==> src/hw/rtl/prb_pkg.sv <==
// Shared types and constants for the polynomial bisection root finder.
package prb_pkg;

    localparam int CoefW = 32;
    localparam int TolW  = 31;
    localparam int CapW  = 8;
    localparam int IdxW  = 3;

    localparam logic [IdxW-1:0] CFG_COEF_3    = 3'd0;
    localparam logic [IdxW-1:0] CFG_COEF_2    = 3'd1;
    localparam logic [IdxW-1:0] CFG_COEF_1    = 3'd2;
    localparam logic [IdxW-1:0] CFG_COEF_0    = 3'd3;
    localparam logic [IdxW-1:0] CFG_TOLERANCE = 3'd4;
    localparam logic [IdxW-1:0] CFG_ITER_CAP  = 3'd5;

    localparam logic signed [CoefW-1:0] COEF_3_RST = 32'sd0;
    localparam logic signed [CoefW-1:0] COEF_2_RST = -32'sd327680;
    localparam logic signed [CoefW-1:0] COEF_1_RST = 32'sd209715;
    localparam logic signed [CoefW-1:0] COEF_0_RST = 32'sd491520;
    localparam logic [TolW-1:0]         TOL_RST    = 31'd66;
    localparam logic [CapW-1:0]         CAP_RST    = 8'd48;

    typedef struct packed {
        logic signed [CoefW-1:0] lower_end;
        logic signed [CoefW-1:0] upper_end;
    } t_prb_in;

    typedef struct packed {
        logic signed [CoefW-1:0] root;
        logic                    converged;
        logic [CapW-1:0]         iterations_used;
    } t_prb_out;

    typedef enum logic [2:0] {
        S_IDLE,
        S_FA,
        S_MID,
        S_FM,
        S_CHK,
        S_DONE
    } t_prb_state;

    typedef enum logic [1:0] {
        H_IDLE,
        H_MUL,
        H_RND,
        H_ADD
    } t_hrn_state;

endpackage

==> src/hw/rtl/poly_root_bisection.sv <==
// Top level: bisection root finder for a cubic in signed Q16.16.
// One request [lower_end, upper_end] gives one result. Each polynomial value
// comes from a Horner unit with one shared 32x32 multiplier that steps through
// multiply, round and add for each coefficient. An item evaluates f(lower_end)
// and then one midpoint per halving, at most iteration_cap midpoint
// evaluations (one when the cap is zero). The input is ready only while
// no item is in work; a finished result waits in the output register.
module poly_root_bisection #(
    parameter int NUM_COEFFS = 4
) (
    input  logic                          i_clk,
    input  logic                          i_rst_n,
    input  logic                          i_in_valid,
    output logic                          o_in_ready,
    input  prb_pkg::t_prb_in              i_in,
    output logic                          o_out_valid,
    input  logic                          i_out_ready,
    output prb_pkg::t_prb_out             o_out,
    input  logic                          i_cfg_we,
    input  logic [prb_pkg::IdxW-1:0]      i_cfg_index,
    input  logic [prb_pkg::CoefW-1:0]     i_cfg_data
);
    import prb_pkg::*;

    t_prb_state               r_state, n_state;
    logic signed [CoefW-1:0]  r_coef [4];
    logic [TolW-1:0]          r_tol;
    logic [CapW-1:0]          r_cap;
    logic signed [CoefW-1:0]  r_a, r_b, r_fa, r_fm, r_mid;
    logic [CapW-1:0]          r_iter;
    logic                     r_conv;
    logic                     r_out_valid;
    t_prb_out                 r_out;

    logic                     w_accept;
    logic                     w_hrn_start;
    logic signed [CoefW-1:0]  w_hrn_x;
    logic                     w_hrn_done;
    logic signed [CoefW-1:0]  w_hrn_value;
    logic signed [CoefW:0]    w_ab_sum;
    logic signed [CoefW-1:0]  w_mid;
    logic [CoefW:0]           w_fm_abs;
    logic                     w_tol_met;
    logic [CapW-1:0]          w_cap_m1;
    logic                     w_cap_hit;
    logic                     w_flip;
    logic                     w_out_free;

    prb_horner #(
        .NUM_COEFFS (NUM_COEFFS)
    ) u_horner (
        .i_clk   (i_clk),
        .i_rst_n (i_rst_n),
        .i_start (w_hrn_start),
        .i_x     (w_hrn_x),
        .i_coef  (r_coef),
        .o_done  (w_hrn_done),
        .o_value (w_hrn_value)
    );

    always_comb begin
        w_ab_sum   = {r_a[CoefW-1], r_a} + {r_b[CoefW-1], r_b};
        w_mid      = w_ab_sum[CoefW:1];
        w_fm_abs   = r_fm[CoefW-1] ? (CoefW+1)'(-{r_fm[CoefW-1], r_fm})
                                   : {1'b0, r_fm};
        w_tol_met  = w_fm_abs < {2'b00, r_tol};
        w_cap_m1   = (r_cap == '0) ? '0 : r_cap - 8'd1;
        w_cap_hit  = r_iter >= w_cap_m1;
        w_flip     = (r_fa[CoefW-1] && !r_fm[CoefW-1] && (r_fm != '0)) ||
                     (!r_fa[CoefW-1] && (r_fa != '0) && r_fm[CoefW-1]);
        w_out_free = !r_out_valid || i_out_ready;
    end

    always_comb begin
        n_state = r_state;
        unique case (r_state)
            S_IDLE: if (w_accept) n_state = S_FA;
            S_FA:   if (w_hrn_done) n_state = S_MID;
            S_MID:  n_state = S_FM;
            S_FM:   if (w_hrn_done) n_state = S_CHK;
            S_CHK:  n_state = (w_tol_met || w_cap_hit) ? S_DONE : S_MID;
            S_DONE: if (w_out_free) n_state = S_IDLE;
            default: n_state = S_IDLE;
        endcase
    end

    always_comb begin
        o_in_ready  = (r_state == S_IDLE);
        w_accept    = i_in_valid && o_in_ready;
        w_hrn_start = w_accept || (r_state == S_MID);
        w_hrn_x     = (r_state == S_IDLE) ? i_in.lower_end : w_mid;
    end

    always_ff @(posedge i_clk) begin
        if (!i_rst_n) begin
            r_coef[0] <= COEF_3_RST;
            r_coef[1] <= COEF_2_RST;
            r_coef[2] <= COEF_1_RST;
            r_coef[3] <= COEF_0_RST;
            r_tol     <= TOL_RST;
            r_cap     <= CAP_RST;
        end else if (i_cfg_we) begin
            unique case (i_cfg_index)
                CFG_COEF_3:    r_coef[0] <= i_cfg_data;
                CFG_COEF_2:    r_coef[1] <= i_cfg_data;
                CFG_COEF_1:    r_coef[2] <= i_cfg_data;
                CFG_COEF_0:    r_coef[3] <= i_cfg_data;
                CFG_TOLERANCE: r_tol     <= i_cfg_data[TolW-1:0];
                CFG_ITER_CAP:  r_cap     <= i_cfg_data[CapW-1:0];
                default: ;
            endcase
        end
    end

    always_ff @(posedge i_clk) begin
        if (!i_rst_n) begin
            r_state     <= S_IDLE;
            r_out_valid <= 1'b0;
            r_iter      <= '0;
        end else begin
            r_state <= n_state;
            if (w_accept) r_iter <= '0;
            if ((r_state == S_CHK) && !w_tol_met && !w_cap_hit) r_iter <= r_iter + 8'd1;
            if ((r_state == S_DONE) && w_out_free) begin
                r_out_valid <= 1'b1;
            end else if (i_out_ready) begin
                r_out_valid <= 1'b0;
            end
        end
    end

    always_ff @(posedge i_clk) begin
        if (w_accept) begin
            r_a <= i_in.lower_end;
            r_b <= i_in.upper_end;
        end
        if ((r_state == S_FA) && w_hrn_done) r_fa <= w_hrn_value;
        if (r_state == S_MID) r_mid <= w_mid;
        if ((r_state == S_FM) && w_hrn_done) r_fm <= w_hrn_value;
        if (r_state == S_CHK) begin
            r_conv <= w_tol_met;
            if (!w_tol_met && !w_cap_hit) begin
                if (w_flip) begin
                    r_b <= r_mid;
                end else begin
                    r_a  <= r_mid;
                    r_fa <= r_fm;
                end
            end
        end
        if ((r_state == S_DONE) && w_out_free) begin
            r_out.root            <= r_mid;
            r_out.converged       <= r_conv;
            r_out.iterations_used <= r_iter;
        end
    end

    assign o_out_valid = r_out_valid;
    assign o_out       = r_out;

    a_accept_starts: assert property (@(posedge i_clk) disable iff (!i_rst_n)
        w_accept |=> (r_state == S_FA))
        else $error("accepted request did not start evaluation");
    a_iter_bound: assert property (@(posedge i_clk) disable iff (!i_rst_n)
        (r_state != S_IDLE) |-> (r_iter <= w_cap_m1))
        else $error("halving count beyond cap");
    a_done_when_waiting: assert property (@(posedge i_clk) disable iff (!i_rst_n)
        w_hrn_done |-> (r_state == S_FA || r_state == S_FM))
        else $error("evaluation finished in wrong state");
    a_load_from_done: assert property (@(posedge i_clk) disable iff (!i_rst_n)
        $rose(r_out_valid) |-> $past(r_state == S_DONE))
        else $error("result loaded outside done state");

endmodule

==> src/hw/rtl/prb_horner.sv <==
// Horner evaluator with one shared multiplier, rounding and saturation.
module prb_horner #(
    parameter int NUM_COEFFS = 4
) (
    input  logic                                  i_clk,
    input  logic                                  i_rst_n,
    input  logic                                  i_start,
    input  logic signed [prb_pkg::CoefW-1:0]      i_x,
    input  logic signed [prb_pkg::CoefW-1:0]      i_coef [4],
    output logic                                  o_done,
    output logic signed [prb_pkg::CoefW-1:0]      o_value
);
    import prb_pkg::*;

    localparam logic [1:0] IdxFirst = 2'(4 - NUM_COEFFS);
    localparam logic [1:0] IdxLast  = 2'd3;
    localparam logic signed [47:0] RndMax = 48'sh0000_7FFF_FFFF;
    localparam logic signed [47:0] RndMin = -48'sh0000_8000_0000;

    t_hrn_state               r_state, n_state;
    logic signed [CoefW-1:0]  r_x;
    logic signed [CoefW-1:0]  r_sum;
    logic signed [63:0]       r_prod;
    logic [1:0]               r_idx;
    logic                     r_done;

    logic signed [63:0]       w_rnd_sum;
    logic signed [47:0]       w_rnd;
    logic signed [CoefW-1:0]  w_rnd_sat;
    logic signed [CoefW:0]    w_add;
    logic signed [CoefW-1:0]  w_add_sat;
    logic                     w_last;

    always_comb begin
        n_state = r_state;
        unique case (r_state)
            H_IDLE: if (i_start) n_state = H_MUL;
            H_MUL:  n_state = H_RND;
            H_RND:  n_state = H_ADD;
            H_ADD:  n_state = (r_idx == IdxLast) ? H_IDLE : H_MUL;
            default: n_state = H_IDLE;
        endcase
    end

    always_comb begin
        w_last    = (r_state == H_ADD) && (r_idx == IdxLast);
        w_rnd_sum = r_prod + 64'sd32768;
        w_rnd     = w_rnd_sum[63:16];
        if (w_rnd > RndMax) begin
            w_rnd_sat = 32'sh7FFF_FFFF;
        end else if (w_rnd < RndMin) begin
            w_rnd_sat = -32'sh8000_0000;
        end else begin
            w_rnd_sat = w_rnd[31:0];
        end
        w_add = {r_sum[CoefW-1], r_sum} + {i_coef[r_idx][CoefW-1], i_coef[r_idx]};
        if (w_add[CoefW] != w_add[CoefW-1]) begin
            w_add_sat = w_add[CoefW] ? -32'sh8000_0000 : 32'sh7FFF_FFFF;
        end else begin
            w_add_sat = w_add[CoefW-1:0];
        end
    end

    always_ff @(posedge i_clk) begin
        if (!i_rst_n) begin
            r_state <= H_IDLE;
            r_done  <= 1'b0;
        end else begin
            r_state <= n_state;
            r_done  <= w_last;
        end
    end

    always_ff @(posedge i_clk) begin
        unique case (r_state)
            H_IDLE: if (i_start) begin
                r_x   <= i_x;
                r_sum <= '0;
                r_idx <= IdxFirst;
            end
            H_MUL: r_prod <= r_sum * r_x;
            H_RND: r_sum  <= w_rnd_sat;
            H_ADD: begin
                r_sum <= w_add_sat;
                if (!w_last) r_idx <= r_idx + 2'd1;
            end
            default: ;
        endcase
    end

    assign o_done  = r_done;
    assign o_value = r_sum;

    a_done_after_add: assert property (@(posedge i_clk) disable iff (!i_rst_n)
        r_done |-> $past(r_state == H_ADD))
        else $error("done without final add");
    a_start_idle: assert property (@(posedge i_clk) disable iff (!i_rst_n)
        (r_state == H_MUL) |-> $past(r_state == H_IDLE || r_state == H_ADD))
        else $error("multiply step out of sequence");
    a_rnd_after_mul: assert property (@(posedge i_clk) disable iff (!i_rst_n)
        (r_state == H_RND) |-> $past(r_state == H_MUL))
        else $error("round step out of sequence");

endmodule
==> config.mk <==
export PLATFORM = sky130hd
export DESIGN_NAME = poly_root_bisection
export DESIGN_NICKNAME = d
export VERILOG_FILES = /design/src/hw/rtl/prb_pkg.sv /design/src/hw/rtl/poly_root_bisection.sv /design/src/hw/rtl/prb_horner.sv
export SDC_FILE = /design/constraint.sdc
export NUM_CORES = 2
export LEC_CHECK = 0
export BUFFER_PORTS_ARGS = -buffer_cell sky130_fd_sc_hd__buf_2
export CORE_ASPECT_RATIO = 1.25
export CORE_MARGIN = 4
export CORE_UTILIZATION = 55
export DETAILED_ROUTE_END_ITERATION = 8
export GPL_ROUTABILITY_DRIVEN = 0
export GPL_TIMING_DRIVEN = 0
export HOLD_SLACK_MARGIN = 0.1
export PLACE_DENSITY_LB_ADDON = 0.3
export SLEW_MARGIN = 20
export SYNTH_ARGS = -nofsm -noshare
export SYNTH_HDL_FRONTEND = slang
export SYNTH_HIERARCHICAL = 1
export SYNTH_SLANG_ARGS = --single-unit
==> constraint.sdc <==
create_clock -name i_clk -period 7.5 [get_ports i_clk]
set_input_delay 2.25 -clock i_clk [delete_from_list [all_inputs] [get_ports i_clk]]
set_output_delay 2.25 -clock i_clk [all_outputs]
set_load 0.05 [all_outputs]
==> key figures <==
Logic synthesis
  • Seq cells post-synth: 499
  • Largest cells by area after synthesis: fa_1 36%, edfxtp_1 11%, dfxtp_1 9.1%
  • Yosys warning count: 6
  • Ys async rst share: 0
  • Mapped Area: 0.0609 sq mm
  • Yosys top cell area share: 0.356
  • Number of synthesized flops with an enable pin: 221
  • Syn_area_per_cell: 9.52 sq um
  • Syn nets: 7878
  • Seq/Total Area, Yosys: 0.200
  • Synth Instances: 6399
  • Synth area leader: fa_1
  • Ys flop type: dfxtp_1
  • Cell variety after synth: 91

Setup path
  • Crit-path cells: buf_12 -> clkbuf_16 -> and2_1 -> fa_2 -> inv_1 -> fa_1 -> fa_1 -> inv_1 -> fa_1 -> fa_1 -> fa_1 -> fa_1 -> fa_2 -> ha_4 -> a21oi_4 -> o21ai_2 -> a2111oi_4 -> o21bai_2 -> a2111oi_4 -> nor2_2 -> or4_4 -> and2_4 -> xor2_2
  • Worst R2R Start: u_horner/r_x[15]
  • Crit end category: flip-flop
  • WP buf/inv: 4
  • Most common cell on crit path: fa_1
  • CP arrival: 8.51 ns
  • Worst path slowest cell: fa_2
  • Crit path from: u_horner/r_x[15]
  • CP delay by family, top: adder cells
  • CP max stage delay: 0.69 ns
  • CP startpoint kind: flip-flop
  • Crit path kind: reg -> reg
  • Critical path fanouts, max: 10
  • Worst path required time: 7.79 ns

Job
  • Max Cap Viol: 0

Routing
  • DR pass1 iterations: 8
  • Drt initial violations: 4765
  • Vias after detailed routing: 49800
  • Vias/cell: 5.99
  • DRC violations left: 0
  • Routed wire per std cell: 25.7 microns
  • Remaining antenna violation count: 0
  • Total wire length: 213000 microns

Floorplan
  • Die W: 306 microns
  • DIE HEIGHT: 380 microns
  • Io pins: 147
  • Placement Rows: 136
  • Initial core utilization: 0.554
  • Core region area: 0.110 sq mm
  • Die area: 0.116 sq mm

Clock network
  • Htree depth: 2
  • Skew-Pair Late Insertion Delay: 0.62 ns
  • Worst-path clk slew: 0.07 ns
  • Maximum root-to-sink buffer count: 3
  • CTS tree: built
  • # clock sinks: 499
  • Num CTS Buffers: 46
  • Root Driver: clkbuf_16

STA
  • Slew HR: 0.280
  • Final setup vio count: 25
  • Setup TNS: -8.42 ns
  • Worst setup margin: -0.714 ns
  • Hold Vio Cnt, Final: 0
  • Actual slew at the worst max-slew pin: 1.08 ns
  • Achievable frequency: 122 MHz
  • RSZ-0062 raised after global routing: yes
  • Final min period: 8.21 ns
  • Slew Viols, Final: 0
  • Fin Clk Skew: 0.0724 ns
  • Final worst-path cycle share: 1.10

GRT
  • Vias in the first global route: 52600
  • Total grt overflow: 0
  • Initial antenna violation count: 25
  • Total track usage: 0.366
  • Largest net degree at the start of global routing: 33
  • First-pass GRT wire length: 319000 microns

Final layout
  • # nets final: 8286
  • Layout area overhead: 14.3%
  • Fraction of layout cells with a size suffix above 1: 0.157
  • Most frequent cells in the layout: 1207 x nand2_1, 1031 x fa_1, 990 x inv_1
  • Commonest non-fill, non-tap cell in the layout: nand2_1

Min path
  • Hold path startpoint: r_coef[66]
  • Tightest Hold Check Type: reg -> reg

Status
  • Failing checks: negative setup slack
  • Status: finished with violations

Placement
  • Port Buffer Count: 146
  • Final HPWL DP: 166000 microns
-- sequential cells by signal, summed over array words and instances (netlist names), 2 cells and up --
name and cells:
o_out 41, r_a 32, r_b 32, r_cap 8, r_coef 128, r_fa 32, r_fm 32, r_iter 8
r_mid 32, r_state 3, r_tol 31, u_horner/o_value 32, u_horner/r_idx 2, u_horner/r_prod 49, u_horner/r_state 2, u_horner/r_x 32
-- tightest hold or removal path: stages (launching register included) --
cell and delay, ns:
dfxtp_1 0.31, nand2_1 0.05, a21oi_1 0.05
-- Yosys cell counts (all sizes together) (7+ instances only) --
cell type and n:
nand2 1221, fa 1083, inv 1022, and2 519
clkbuf 294, ha 292, dfxtp 278, a21oi 265
edfxtp 221, nor2 134, mux2 133, xnor2 122
nand3 90, o21ai 88, xor2 63, a21o 59
nand2b 37, mux4 32, nor3 32, and3 31
o211ai 30, buf 28, nand4 28, nor2b 22
nor4 21, a22oi 20, a31oi 20, o21a 19
o21bai 18, a211oi 17, o31ai 15, and4 13
a2111oi 10, or3 10, or4 10, a221oi 7
mux2i 7, or2 7
-- worst paths after layout --
path,to,slack [ns],cells after the start
min,r_coef[66],0.45,2
max,u_horner/r_prod[60],-0.71,23
max reg2reg,u_horner/r_prod[60],-0.71,23
min reg2reg,r_coef[66],0.45,2
-- metrics by stage --
| stage | setup slack (ns) | area [sq um] | hold slack, ns | std cells | util |
|---|---|---|---|---|---|
| floorplan | -0.265 | 61000 | 0.400 | 6399 | - |
| global placement | -1.84 | 63600 | 0.438 | 7994 | 0.578 |
| detailed placement | -1.85 | 63700 | 0.415 | 7999 | 0.580 |
| CTS | -0.703 | 69100 | 0.455 | 8273 | 0.629 |
| global route | -0.864 | 69600 | 0.469 | 8295 | 0.633 |
| finish | -0.714 | 69600 | 0.454 | 8308 | 0.633 |
-- routing by layer --
| layer | vias up | global-route usage | wire length [microns] |
|---|---|---|---|
| li1 | 20800 | - | - |
| met2 | 3269 | 0.580 | 96200 |
| met4 | 12 | 0.293 | 23100 |
| met3 | 1190 | 0.113 | 25300 |
| met5 | - | 0 | 71 |
| met1 | 24500 | 0.408 | 68500 |
-- final cells by class --
cell class	instances	area [sq um]
Antenna cell	15	37.5
Buffer	310	2270
Clock buffer	66	1330
Clock inverter	19	287
Fill cell	8816	40300
Inverter	1024	3870
Multi-Input combinational cell	4554	44900
Sequential cell	499	12200
Tap cell	1449	1810
Timing Repair Buffer	372	2920
-- kinds of logic after synthesis --
group,share of synthesized area
AND/OR/NAND/NOR,0.170
multiplexers,0.0376
adder cells (fa/ha/maj),0.416
buffers and inverters,0.0843
XOR/XNOR,0.0266
AO/OA/AOI/OAI,0.0647
flip-flops,0.200
-- what timing repair did --
action | CTS | global route
endpoints found under the setup margin | 48 | 38
hold endpoints to repair | 0 | 0
hold buffers | 0 | 0
setup buffers | 201 | 23
cloned | 0 | 0
pin swaps | 149 | 50
resized for setup | 613 | 98
Power is left out: the tool's default activity adds up to more than one toggle a clock period on the data nets, which glitch-free logic cannot reach.
